## src/hw/rtl/utf8gs_pkg.sv

```systemverilog
package utf8gs_pkg;

  // code point width and fixed output widths
  localparam int unsigned CP_W    = 21;
  localparam int unsigned LEN_W   = 3;
  localparam int unsigned TOTAL_W = 32;

  // special code points
  localparam logic [CP_W-1:0] REPL_CP = 21'h00FFFD;
  localparam logic [CP_W-1:0] ZWJ_CP  = 21'h00200D;
  localparam logic [CP_W-1:0] CR_CP   = 21'h00000D;
  localparam logic [CP_W-1:0] LF_CP   = 21'h00000A;

  // regional indicators
  localparam logic [CP_W-1:0] RI_LO = 21'h01F1E6;
  localparam logic [CP_W-1:0] RI_HI = 21'h01F1FF;

  // precomposed hangul syllables
  localparam logic [CP_W-1:0] HANGUL_LO = 21'h00AC00;
  localparam logic [CP_W-1:0] HANGUL_HI = 21'h00D7A3;

  // reciprocal of the trailing consonant count (28), exact for offsets below 11172
  localparam logic [15:0] HANGUL_DIV_MUL   = 16'd37450;
  localparam int unsigned HANGUL_DIV_SHIFT = 20;

  // extend ranges
  localparam int unsigned NUM_EXT = 19;
  localparam logic [CP_W-1:0] EXT_LO [NUM_EXT] = '{
    21'h000300, 21'h000483, 21'h000591, 21'h0005BF, 21'h0005C1, 21'h000610,
    21'h00064B, 21'h000670, 21'h0006D6, 21'h000900, 21'h00093A, 21'h000981,
    21'h001AB0, 21'h001DC0, 21'h0020D0, 21'h00FE00, 21'h00FE20, 21'h0E0100,
    21'h01F3FB
  };
  localparam logic [CP_W-1:0] EXT_HI [NUM_EXT] = '{
    21'h00036F, 21'h000489, 21'h0005BD, 21'h0005BF, 21'h0005C2, 21'h00061A,
    21'h00065F, 21'h000670, 21'h0006ED, 21'h000903, 21'h00094F, 21'h000983,
    21'h001AFF, 21'h001DFF, 21'h0020FF, 21'h00FE0F, 21'h00FE2F, 21'h0E01EF,
    21'h01F3FF
  };

  // grapheme class of a code point
  typedef enum logic [3:0] {
    CL_NONE  = 4'd0,
    CL_OTHER = 4'd1,
    CL_CR    = 4'd2,
    CL_ZWJ   = 4'd3,
    CL_L     = 4'd4,
    CL_V     = 4'd5,
    CL_T     = 4'd6,
    CL_LV    = 4'd7,
    CL_LVT   = 4'd8,
    CL_RI    = 4'd9
  } gcls_t;

  // work left by one input byte: replacement results first, then an optional tail
  typedef struct packed {
    logic [1:0]       repl_count;
    logic             tail_valid;
    logic [CP_W-1:0]  tail_cp;
    logic [LEN_W-1:0] tail_len;
    logic             eot;
  } plan_t;

  // one emission toward the segmenter
  typedef struct packed {
    logic            fire;
    logic            flush;
    logic [CP_W-1:0] cp;
  } seg_req_t;

  // segmenter answer for the current emission
  typedef struct packed {
    logic               start;
    logic [TOTAL_W-1:0] total;
  } seg_res_t;

  function automatic logic in_range(logic [CP_W-1:0] v, logic [CP_W-1:0] lo,
                                    logic [CP_W-1:0] hi);
    return (v >= lo) && (v <= hi);
  endfunction

  function automatic logic is_extend(logic [CP_W-1:0] v);
    logic hit;
    hit = 1'b0;
    for (int i = 0; i < NUM_EXT; i++) begin
      if (in_range(v, EXT_LO[i], EXT_HI[i])) hit = 1'b1;
    end
    return hit;
  endfunction

  function automatic gcls_t classify(logic [CP_W-1:0] v);
    logic [13:0] off;
    logic [29:0] prod;
    logic [9:0]  q;
    logic [14:0] q28;
    gcls_t       cls;
    off  = 14'(v - HANGUL_LO);
    prod = 30'(off) * 30'(HANGUL_DIV_MUL);
    q    = prod[29:HANGUL_DIV_SHIFT];
    // q * 28 as 32q - 4q
    q28  = 15'({q, 5'b0}) - 15'({q, 2'b0});
    if (v == CR_CP) cls = CL_CR;
    else if (v == ZWJ_CP) cls = CL_ZWJ;
    else if (in_range(v, RI_LO, RI_HI)) cls = CL_RI;
    else if (in_range(v, 21'h001100, 21'h00115F) || in_range(v, 21'h00A960, 21'h00A97C))
      cls = CL_L;
    else if (in_range(v, 21'h001160, 21'h0011A7) || in_range(v, 21'h00D7B0, 21'h00D7C6))
      cls = CL_V;
    else if (in_range(v, 21'h0011A8, 21'h0011FF) || in_range(v, 21'h00D7CB, 21'h00D7FB))
      cls = CL_T;
    else if (in_range(v, HANGUL_LO, HANGUL_HI))
      cls = (15'(off) == q28) ? CL_LV : CL_LVT;
    else cls = CL_OTHER;
    return cls;
  endfunction

  // no boundary between left and right
  function automatic logic glue(gcls_t left, gcls_t right, logic [CP_W-1:0] v);
    logic g;
    g = 1'b0;
    if (left == CL_CR && v == LF_CP) g = 1'b1;
    if (is_extend(v) || v == ZWJ_CP) g = 1'b1;
    if (left == CL_L && (right == CL_L || right == CL_V || right == CL_LV ||
                         right == CL_LVT)) g = 1'b1;
    if ((left == CL_LV || left == CL_V) && (right == CL_V || right == CL_T)) g = 1'b1;
    if ((left == CL_LVT || left == CL_T) && right == CL_T) g = 1'b1;
    if (left == CL_ZWJ) g = 1'b1;
    return g;
  endfunction

endpackage

```

## src/hw/rtl/utf8gs_decode.sv

```systemverilog
module utf8gs_decode (
  input  logic                    clk,
  input  logic                    rst,
  input  logic                    accept,
  input  logic [7:0]              data_byte,
  input  logic                    end_of_text,
  output utf8gs_pkg::plan_t       plan_next
);

  logic [2:0]                  exp_len;
  logic [1:0]                  taken;
  logic [utf8gs_pkg::CP_W-1:0] partial;

  logic [2:0]                  exp_len_next;
  logic [1:0]                  taken_next;
  logic [utf8gs_pkg::CP_W-1:0] partial_next;

  logic                        is_cont;
  logic [2:0]                  lead_len;
  logic [utf8gs_pkg::CP_W-1:0] lead_val;
  logic [utf8gs_pkg::CP_W-1:0] shifted;

  // lead byte decode
  always_comb begin
    lead_len = 3'd0;
    lead_val = '0;
    if (data_byte inside {[8'hC0:8'hDF]}) begin
      lead_len = 3'd2;
      lead_val = utf8gs_pkg::CP_W'(data_byte[4:0]);
    end else if (data_byte inside {[8'hE0:8'hEF]}) begin
      lead_len = 3'd3;
      lead_val = utf8gs_pkg::CP_W'(data_byte[3:0]);
    end else if (data_byte inside {[8'hF0:8'hF7]}) begin
      lead_len = 3'd4;
      lead_val = utf8gs_pkg::CP_W'(data_byte[2:0]);
    end
  end

  assign is_cont = (data_byte[7:6] == 2'b10);
  assign shifted = {partial[utf8gs_pkg::CP_W-7:0], data_byte[5:0]};

  // plan for this byte and next decoder state
  always_comb begin
    exp_len_next         = exp_len;
    taken_next           = taken;
    partial_next         = partial;
    plan_next.repl_count = 2'd0;
    plan_next.tail_valid = 1'b0;
    plan_next.tail_cp    = utf8gs_pkg::CP_W'(data_byte);
    plan_next.tail_len   = 3'd1;
    plan_next.eot        = end_of_text;

    if (exp_len != 3'd0 && is_cont) begin
      if (({1'b0, taken} + 3'd1) >= exp_len) begin
        // sequence complete
        plan_next.tail_valid = 1'b1;
        plan_next.tail_cp    = shifted;
        plan_next.tail_len   = exp_len;
        exp_len_next         = 3'd0;
        taken_next           = 2'd0;
        partial_next         = '0;
      end else begin
        taken_next   = taken + 2'd1;
        partial_next = shifted;
        // cut at end of text: lead and every taken byte are replaced
        if (end_of_text) plan_next.repl_count = taken + 2'd1;
      end
    end else begin
      // broken sequence: lead and taken continuations are replaced
      if (exp_len != 3'd0) plan_next.repl_count = taken;
      exp_len_next = 3'd0;
      taken_next   = 2'd0;
      partial_next = '0;
      if (!data_byte[7]) begin
        plan_next.tail_valid = 1'b1;
      end else if (lead_len != 3'd0 && !end_of_text) begin
        exp_len_next = lead_len;
        taken_next   = 2'd1;
        partial_next = lead_val;
      end else begin
        plan_next.tail_valid = 1'b1;
        plan_next.tail_cp    = utf8gs_pkg::REPL_CP;
      end
    end

    if (end_of_text) begin
      exp_len_next = 3'd0;
      taken_next   = 2'd0;
      partial_next = '0;
    end
  end

  // decoder state
  always_ff @(posedge clk) begin
    if (rst) begin
      exp_len <= 3'd0;
      taken   <= 2'd0;
      partial <= '0;
    end else if (accept) begin
      exp_len <= exp_len_next;
      taken   <= taken_next;
      partial <= partial_next;
    end
  end

endmodule

```

## src/hw/rtl/utf8gs_segment.sv

```systemverilog
module utf8gs_segment #(
  parameter int unsigned COUNT_WIDTH = 32
) (
  input  logic                 clk,
  input  logic                 rst,
  input  utf8gs_pkg::seg_req_t req,
  output utf8gs_pkg::seg_res_t res
);

  utf8gs_pkg::gcls_t      prev_class;
  logic                   ri_parity;
  logic [COUNT_WIDTH-1:0] count;
  logic                   at_start;

  utf8gs_pkg::gcls_t      cls;
  logic                   start;
  logic                   ri_parity_next;
  logic [COUNT_WIDTH-1:0] count_next;

  // boundary decision for the current code point
  always_comb begin
    cls            = utf8gs_pkg::classify(req.cp);
    ri_parity_next = ri_parity;
    if (at_start) begin
      start = 1'b1;
    end else if (prev_class == utf8gs_pkg::CL_RI && cls == utf8gs_pkg::CL_RI) begin
      start = !ri_parity;
      if (ri_parity) ri_parity_next = 1'b0;
    end else begin
      start = !utf8gs_pkg::glue(prev_class, cls, req.cp);
    end
    count_next = count;
    if (start) begin
      ri_parity_next = (cls == utf8gs_pkg::CL_RI);
      if (count != {COUNT_WIDTH{1'b1}}) count_next = count + 1'b1;
    end
  end

  assign res.start = start;
  assign res.total = utf8gs_pkg::TOTAL_W'(count_next);

  // segmentation state, cleared after the last result of a text
  always_ff @(posedge clk) begin
    if (rst || req.flush) begin
      prev_class <= utf8gs_pkg::CL_NONE;
      ri_parity  <= 1'b0;
      count      <= '0;
      at_start   <= 1'b1;
    end else if (req.fire) begin
      prev_class <= cls;
      ri_parity  <= ri_parity_next;
      count      <= count_next;
      at_start   <= 1'b0;
    end
  end

endmodule

```

## src/hw/rtl/utf8_grapheme_segmenter_top.sv

```systemverilog
// channel  | handshake           | payload
// ---------+---------------------+--------------------------------------------------
// input    | in_valid, in_stall  | data_byte, end_of_text
// output   | out_valid, out_stall| code_point, byte_length, starts_cluster,
//          |                     | cluster_total, last_of_run
//
// A byte is decoded into the plan register at its transfer; its results are then loaded one by
// one from the plan register into the result register, from which they transfer.
// One result is issued per cycle unless out_stall holds the result register, so a byte holds
// the plan register until its k results have issued (k up to 4 on a broken sequence).
// in_stall is high while the plan register owes more than this cycle's result or its last
// result is held by out_stall; rst is synchronous and clears decoder, segmenter and valids.
module utf8_grapheme_segmenter_top #(
  parameter int unsigned COUNT_WIDTH = 32
) (
  input  logic        clk,
  input  logic        rst,
  input  logic        in_valid,
  output logic        in_stall,
  input  logic [7:0]  data_byte,
  input  logic        end_of_text,
  output logic        out_valid,
  input  logic        out_stall,
  output logic [20:0] code_point,
  output logic [2:0]  byte_length,
  output logic        starts_cluster,
  output logic [31:0] cluster_total,
  output logic        last_of_run
);

  utf8gs_pkg::plan_t           plan_next;
  utf8gs_pkg::seg_req_t        seg_req;
  utf8gs_pkg::seg_res_t        seg_res;

  logic                        plan_valid;
  logic [1:0]                  rep_left;
  logic                        tail_left;
  logic [utf8gs_pkg::CP_W-1:0] plan_cp;
  logic [2:0]                  plan_len;
  logic                        plan_eot;

  logic                        accept;
  logic                        has_item;
  logic                        out_free;
  logic                        fire;
  logic                        emit_repl;
  logic                        last_emit;
  logic                        plan_done;
  logic [utf8gs_pkg::CP_W-1:0] emit_cp;

  utf8gs_decode u_decode (
    .clk         (clk),
    .rst         (rst),
    .accept      (accept),
    .data_byte   (data_byte),
    .end_of_text (end_of_text),
    .plan_next   (plan_next)
  );

  // emission control
  assign has_item  = (rep_left != 2'd0) || tail_left;
  assign out_free  = !out_valid || !out_stall;
  assign fire      = plan_valid && has_item && out_free;
  assign emit_repl = (rep_left != 2'd0);
  assign last_emit = emit_repl ? (rep_left == 2'd1 && !tail_left) : 1'b1;
  assign plan_done = plan_valid && (!has_item || (fire && last_emit));
  assign in_stall  = plan_valid && !plan_done;
  assign accept    = in_valid && !in_stall;
  assign emit_cp   = emit_repl ? utf8gs_pkg::REPL_CP : plan_cp;

  assign seg_req.fire  = fire;
  assign seg_req.flush = plan_done && plan_eot;
  assign seg_req.cp    = emit_cp;

  utf8gs_segment #(
    .COUNT_WIDTH (COUNT_WIDTH)
  ) u_segment (
    .clk (clk),
    .rst (rst),
    .req (seg_req),
    .res (seg_res)
  );

  // plan register
  always_ff @(posedge clk) begin
    if (rst) begin
      plan_valid <= 1'b0;
    end else if (accept) begin
      plan_valid <= 1'b1;
    end else if (plan_done) begin
      plan_valid <= 1'b0;
    end
  end

  always_ff @(posedge clk) begin
    if (accept) begin
      rep_left  <= plan_next.repl_count;
      tail_left <= plan_next.tail_valid;
      plan_cp   <= plan_next.tail_cp;
      plan_len  <= plan_next.tail_len;
      plan_eot  <= plan_next.eot;
    end else if (fire) begin
      if (emit_repl) rep_left <= rep_left - 2'd1;
      else tail_left <= 1'b0;
    end
  end

  // result register
  always_ff @(posedge clk) begin
    if (rst) begin
      out_valid <= 1'b0;
    end else if (fire) begin
      out_valid <= 1'b1;
    end else if (!out_stall) begin
      out_valid <= 1'b0;
    end
  end

  always_ff @(posedge clk) begin
    if (fire) begin
      code_point     <= emit_cp;
      byte_length    <= emit_repl ? 3'd1 : plan_len;
      starts_cluster <= seg_res.start;
      cluster_total  <= seg_res.total;
      last_of_run    <= last_emit;
    end
  end

  // a taken byte always lands in the plan register
  assert property (@(posedge clk) disable iff (rst) accept |=> plan_valid)
    else $error("plan register not loaded after input transfer");

  // no new byte while replacements and a tail are still owed
  assert property (@(posedge clk) disable iff (rst)
    (plan_valid && rep_left != 2'd0 && tail_left) |-> in_stall)
    else $error("input taken with results still pending");

  // a non-final emission keeps the input held
  assert property (@(posedge clk) disable iff (rst) (fire && !last_emit) |-> in_stall)
    else $error("input taken before last result of a byte");

endmodule
```

## config.mk

```make
export PLATFORM = sky130hd
export DESIGN_NAME = utf8_grapheme_segmenter_top
export DESIGN_NICKNAME = d
export VERILOG_FILES = /design/src/hw/rtl/utf8gs_pkg.sv /design/src/hw/rtl/utf8gs_decode.sv /design/src/hw/rtl/utf8gs_segment.sv /design/src/hw/rtl/utf8_grapheme_segmenter_top.sv
export SDC_FILE = /design/constraint.sdc
export NUM_CORES = 1
export LEC_CHECK = 0
export BUFFER_PORTS_ARGS = -buffer_cell sky130_fd_sc_hd__buf_2
export CORE_MARGIN = 1
export CORE_UTILIZATION = 40
export DETAILED_ROUTE_END_ITERATION = 10
export SLEW_MARGIN = 10
export SYNTH_ARGS = -nofsm -noshare
export SYNTH_HDL_FRONTEND = slang
export SYNTH_SLANG_ARGS = --single-unit
```

## constraint.sdc

```tcl
create_clock -name clk -period 11.2 [get_ports clk]
set_input_delay 0.56 -clock clk [delete_from_list [all_inputs] [get_ports clk]]
set_output_delay 0.56 -clock clk [all_outputs]
set_load 0.01 [all_outputs]
```

### Word-level counts from Yosys, hierarchy flattened

Cells that the tools add are included.

* register bits after elaboration: 146
* output and inout bits: 60
* word-level logic and storage cells: 277

* add/sub/neg operators: 6
* multipliers: 1
* order comparisons: 61
* equal/unequal tests: 25
* mux-type cells: 85
* reductions and logical operators: 80

Operators with widths (count)
* $ge 21x11->1 const B: 8
* $le 21x11->1 const B: 8
* $ge 21x16->1 const B: 6
* $le 21x16->1 const B: 6
* $ge 21x13->1 const B: 5
* $le 21x13->1 const B: 5
* $mux 15: 6
* $mux 32: 2
* $ge 21x12->1 const B: 3
* $le 21x12->1 const B: 3
* $logic_and 1x1->1: 45
* $mux 1: 44
* $eq 21x4->1 const B: 2
* $ge 21x17->1 const B: 2
* $le 21x17->1 const B: 2
* $mux 21: 2
* $mux 4: 9
* $add 32x1->32 const B: 1
* $eq 4x3->1 const B: 8
* $ne 32x32->1 const B: 1
* $mul 14x15->29 const B: 1
* $mux 3: 9
* $mux 25: 1
* $ge 8x8->1 const B: 3
* other kinds (31): 76

### Longest topological paths before layout

* word-level depth: 38
* gate-level depth with buffers: 41
* mapped depth without buffers: 37

### By module

Synthesis repeated with hierarchy kept, for this count alone.

* cells, all modules: 1386
* area total of the unflattened synthesis: 12244.2 um^2

Modules (own cells, without submodules)
* utf8gs_segment: times used 1, cells each 1110, area an instance 8045.2 um^2, sequential area each 760.7 um^2
* utf8_grapheme_segmenter_top: times used 1, cells each 142, area an instance 2984.1 um^2, sequential area each 2622.5 um^2
* utf8gs_decode: times used 1, cells each 134, area an instance 1214.9 um^2, sequential area each 400.4 um^2

### Worst setup path before layout

OpenSTA, ideal clock, no wires.

* kind: reg2reg
* start: register rep_left[0]
* end: register cluster_total[23], data pin
* setup time: 266 ps
* arrival time: 9504 ps
* data required time: 10934 ps
* setup slack: 1430 ps
* cell stages (with the launch flop): 40
* period minus slack after synthesis: 9770 ps
* cells stage by stage: edfxtp_1 -> inv_1 -> ha_1 -> inv_1 -> clkbuf_1 -> nor2_1 -> clkinv_1 -> ha_1 -> xor2_1 -> fa_1 -> fa_1 -> fa_1 -> inv_1 -> fa_1 -> inv_1 -> fa_1 -> inv_1 -> ha_1 -> (+4 left out) -> o21ai_1 -> nand2_1 -> inv_1 -> ha_1 -> a2111oi_4 -> o211ai_1 -> nor4_1 -> o22ai_1 -> a2111oi_2 -> nand4_1 -> and2_4 -> a2111o_1 -> and2_1 -> buf_6 -> buf_2 -> buf_2 -> nor3_1 -> xor2_1

RTL lines
* start: declaration: RTL line utf8_grapheme_segmenter_top.sv:36 `logic [1:0] rep_left;`
* start signal: assignment: RTL line utf8_grapheme_segmenter_top.sv:97 `rep_left <= plan_next.repl_count;`
* start signal: assignment: RTL line utf8_grapheme_segmenter_top.sv:103 `if (emit_repl) rep_left <= rep_left - 2'd1;`
* end signal: assignment: RTL line utf8_grapheme_segmenter_top.sv:124 `cluster_total <= seg_res.total;`
* end: declaration: RTL line utf8_grapheme_segmenter_top.sv:27 `output logic [31:0] cluster_total,`

==> impl_metrics.py <==
metrics = {
    "finish": {
        "final_nets": 1703,
        "areaGrowthSynthToFinish_pct": 10.90,
        "final_core_util_pct": 44.95,
        "finalNonFillerCells": 1967,
        "antenna-diode-count": 0,
        "drive_above_1_share_pct": 12.84,
    },
    "sta": {
        "setup_ws_ps": 805.4,
        "finalCritPeriodShare_pct": 92.81,
        "finalHoldViolations": 0,
        "fin_skew_ps": 21.11,
        "relSlewSlack_pct": 13.54,
        "tns_ps": 0,
        "setup_viol": 0,
        "tightest_slew_ps": 1287,
        "report.final.slew_viol_count": 0,
        "rsz0062_at_grt": "no",
        "post-route-min-period_ps": 10390,
        "max_freq_ghz": 0.09620,
    },
    "floorplan": {
        "die_w_microns": 180.6,
        "fp.dieArea_sq_mm": 0.03261,
        "start_util_pct": 40.54,
        "ioPinCount": 73,
        "coreArea_sq_mm": 0.03147,
        "rows": 65,
        "die_h_microns": 180.6,
    },
    "synthesis": {
        "yosys_warnings": 0,
        "ys.flop_type": "edfxtp_1",
        "synth_compound_area_share_pct": 20.17,
        "synth_area_sq_mm": 0.01276,
        "yosys-top-cells-count": "nand2_1 (153), nor2_1 (139), a21oi_1 (111)",
        "synth_adder_area_share_pct": 15.24,
        "yosysUniqueCellTypes": 110,
        "syn_nets": 1649,
        "synth.area.top_cells": "edfxtp_1 (20%), ha_1 (11%), dfxtp_1 (9.4%), fa_1 (4.6%), nand2_1 (4.5%)",
        "synth_seq_area_share_pct": 29.66,
        "syn_inst": 1498,
        "synth_xor_area_share_pct": 4.295,
        "synth_top_area_share_pct": 20.24,
        "synth_edf_count": 86,
        "yosys.area.top_type": "edfxtp_1",
        "synth_top_family_by_area": "simple AND/OR/NAND/NOR gates",
        "synth_most_common_cell": "nand2_1",
        "synthArstFlopShare_pct": 0,
        "synthSimpleGateAreaFrac_pct": 24.67,
        "synth.area.mux_share_pct": 0.4217,
        "syn_area_per_cell_sq_um": 8.517,
        "ys_ff_latch": 146,
    },
    "clock_network": {
        "ctsHoldBuffers": 0,
        "clockRootBuffer": "clkbuf_16",
        "path_clk_slew_ps": 70,
        "clock-sinks": 146,
        "post_cts_buffers": 0,
        "cts_buffers": 17,
        "post_cts_resized": 0,
        "clk_latency_ps": 440,
        "cts.path.max_buffers": 2,
        "cts_tree": "done",
        "htree_levels": 4,
    },
    "critical_path": {
        "cp_num_buf_inv": 8,
        "reg2reg_from": "rep_left[0]",
        "crit_path_max_incr_delay_ps": 730,
        "cp_top_family": "adder cells",
        "required_ps": 11380,
        "r2r_cells": 36,
        "end_kind": "flip-flop",
        "r2r-end": "cluster_total[7]",
        "rrSetupSlack_ps": 810,
        "cpMostUsedCell": "inv_1",
        "cp-start-kind": "flip-flop",
        "crit_arrival_ps": 10580,
        "criticalPathCategory": "reg -> reg",
        "cp_max_fo": 54,
        "cp_slowest_cell": "and2_2",
    },
    "min_path": {
        "worstHoldPathType": "in -> reg",
        "hold_depth": 3,
        "min_from": "in_valid",
        "hold_path_end": "plan_valid",
    },
    "place": {
        "routabilityCongestion": 0.9838,
        "dp_cells": 1935,
        "port_buffers": 72,
        "dp_slack_ps": 884.8,
        "dp_hpwl_microns": 30530,
    },
    "global_routing": {
        "antenna_found_initial": 0,
        "grt_pass1_wl_microns": 62880,
        "grt_overflow": 0,
        "grt_max_degree": 55,
        "grt_pass1_vias": 11300,
        "grt_usage_pct": 24.54,
    },
    "route": {
        "drt-total-wl_microns": 40310,
        "drt_pre_antenna_iters": 6,
        "ant_nets": 0,
        "drtIter0Drc": 1315,
        "vias_per_cell": 6.127,
        "drc": 0,
        "vias": 12050,
        "wire_per_inst_microns": 20.49,
    },
    "run_status": {
        "status": "complete, no violations",
    },
    "flow_run": {
        "cap_violations": 0,
    },
}
==> cell type report <==
cell class	count	area [sq um]
fill	3164	17330
multi-input combinational	1180	8269
sequential	146	3784
timing repair buffer	102	585.6
tap	402	503.0
clock buffer	20	467.9
inverter	105	394.1
clock inverter	12	145.1
==> metrics by stage <==
step                      hold slack (ps)  area [sq um]
after floorplan                     422.9         12760
after global placement              436.0         13540
after detailed placement            442.9         13540
after CTS                           370.3         14150
after global routing                409.1         14150
final                               397.0         14150
==> registers in the layout (all words and copies together), names as in the netlist <==
name / cells
byte_length: 3
cluster_total: 32
code_point: 21
last_of_run: 1
out_valid: 1
plan_cp: 21
plan_eot: 1
plan_len: 3
plan_valid: 1
rep_left: 2
starts_cluster: 1
tail_left: 1
u_decode.exp_len: 3
u_decode.partial: 15
u_decode.taken: 2
u_segment.at_start: 1
u_segment.count: 32
u_segment.prev_class: 4
u_segment.ri_parity: 1
==> layer usage <==
metal	track usage, %	vias to the layer above	share of wire (%)
li1	-	5625	-
met1	33.75	5791	45
met2	38.95	533	45
met3	3.840	102	7.2
met4	8.684	0	2.9
met5	0	-	0
==> layout by cell type, fill, tap and decap left out, types with 23 or more instances in the layout <==
cell type	synthesis	routed
inv_1	101	100
o21ai_0	54	54
xnor2_1	30	30
nand2_1	153	153
nand4_1	33	33
nand2b_1	23	23
nor2_1	139	139
buf_2	13	72
and2_1	24	23
nor3_1	46	46
edfxtp_1	86	86
o31ai_1	24	24
dfxtp_1	60	60
nand3_1	54	54
or4_1	30	30
a21oi_1	111	111
buf_4	4	30
ha_1	109	109
fa_1	29	29
==> logic make-up after synthesis <==
group	count (synthesis)
AND/OR/NAND/NOR	616
AO/OA/AOI/OAI	364
buffers and inverters	172
flip-flops	146
adder cells (fa/ha/maj)	138
XOR/XNOR	57
multiplexers	5
==> tightest hold or removal path, delay by kind of cell <==
family / cells / cell delay (ps)
compound gates: 1 / 60
buf+inv: 2 / 150
==> how the worst max path moves through the flow <==
| stage | to | slack, ps | cells after the start | startpoint |
|---|---|---|---|---|
| finish | cluster_total[7] | 810 | 36 | rep_left[0] |
| global route | cluster_total[6] | 180 | 36 | rep_left[0] |
| CTS | cluster_total[7] | 850 | 36 | rep_left[0] |
| detailed placement | cluster_total[7] | 880 | 36 | rep_left[0] |
| global placement | cluster_total[7] | 1150 | 36 | rep_left[0] |
| floorplan | cluster_total[23] | 1430 | 39 | rep_left[0] |
Power is left out: the tool's default activity adds up to more than one toggle a clock period on the data nets, which glitch-free logic cannot reach.
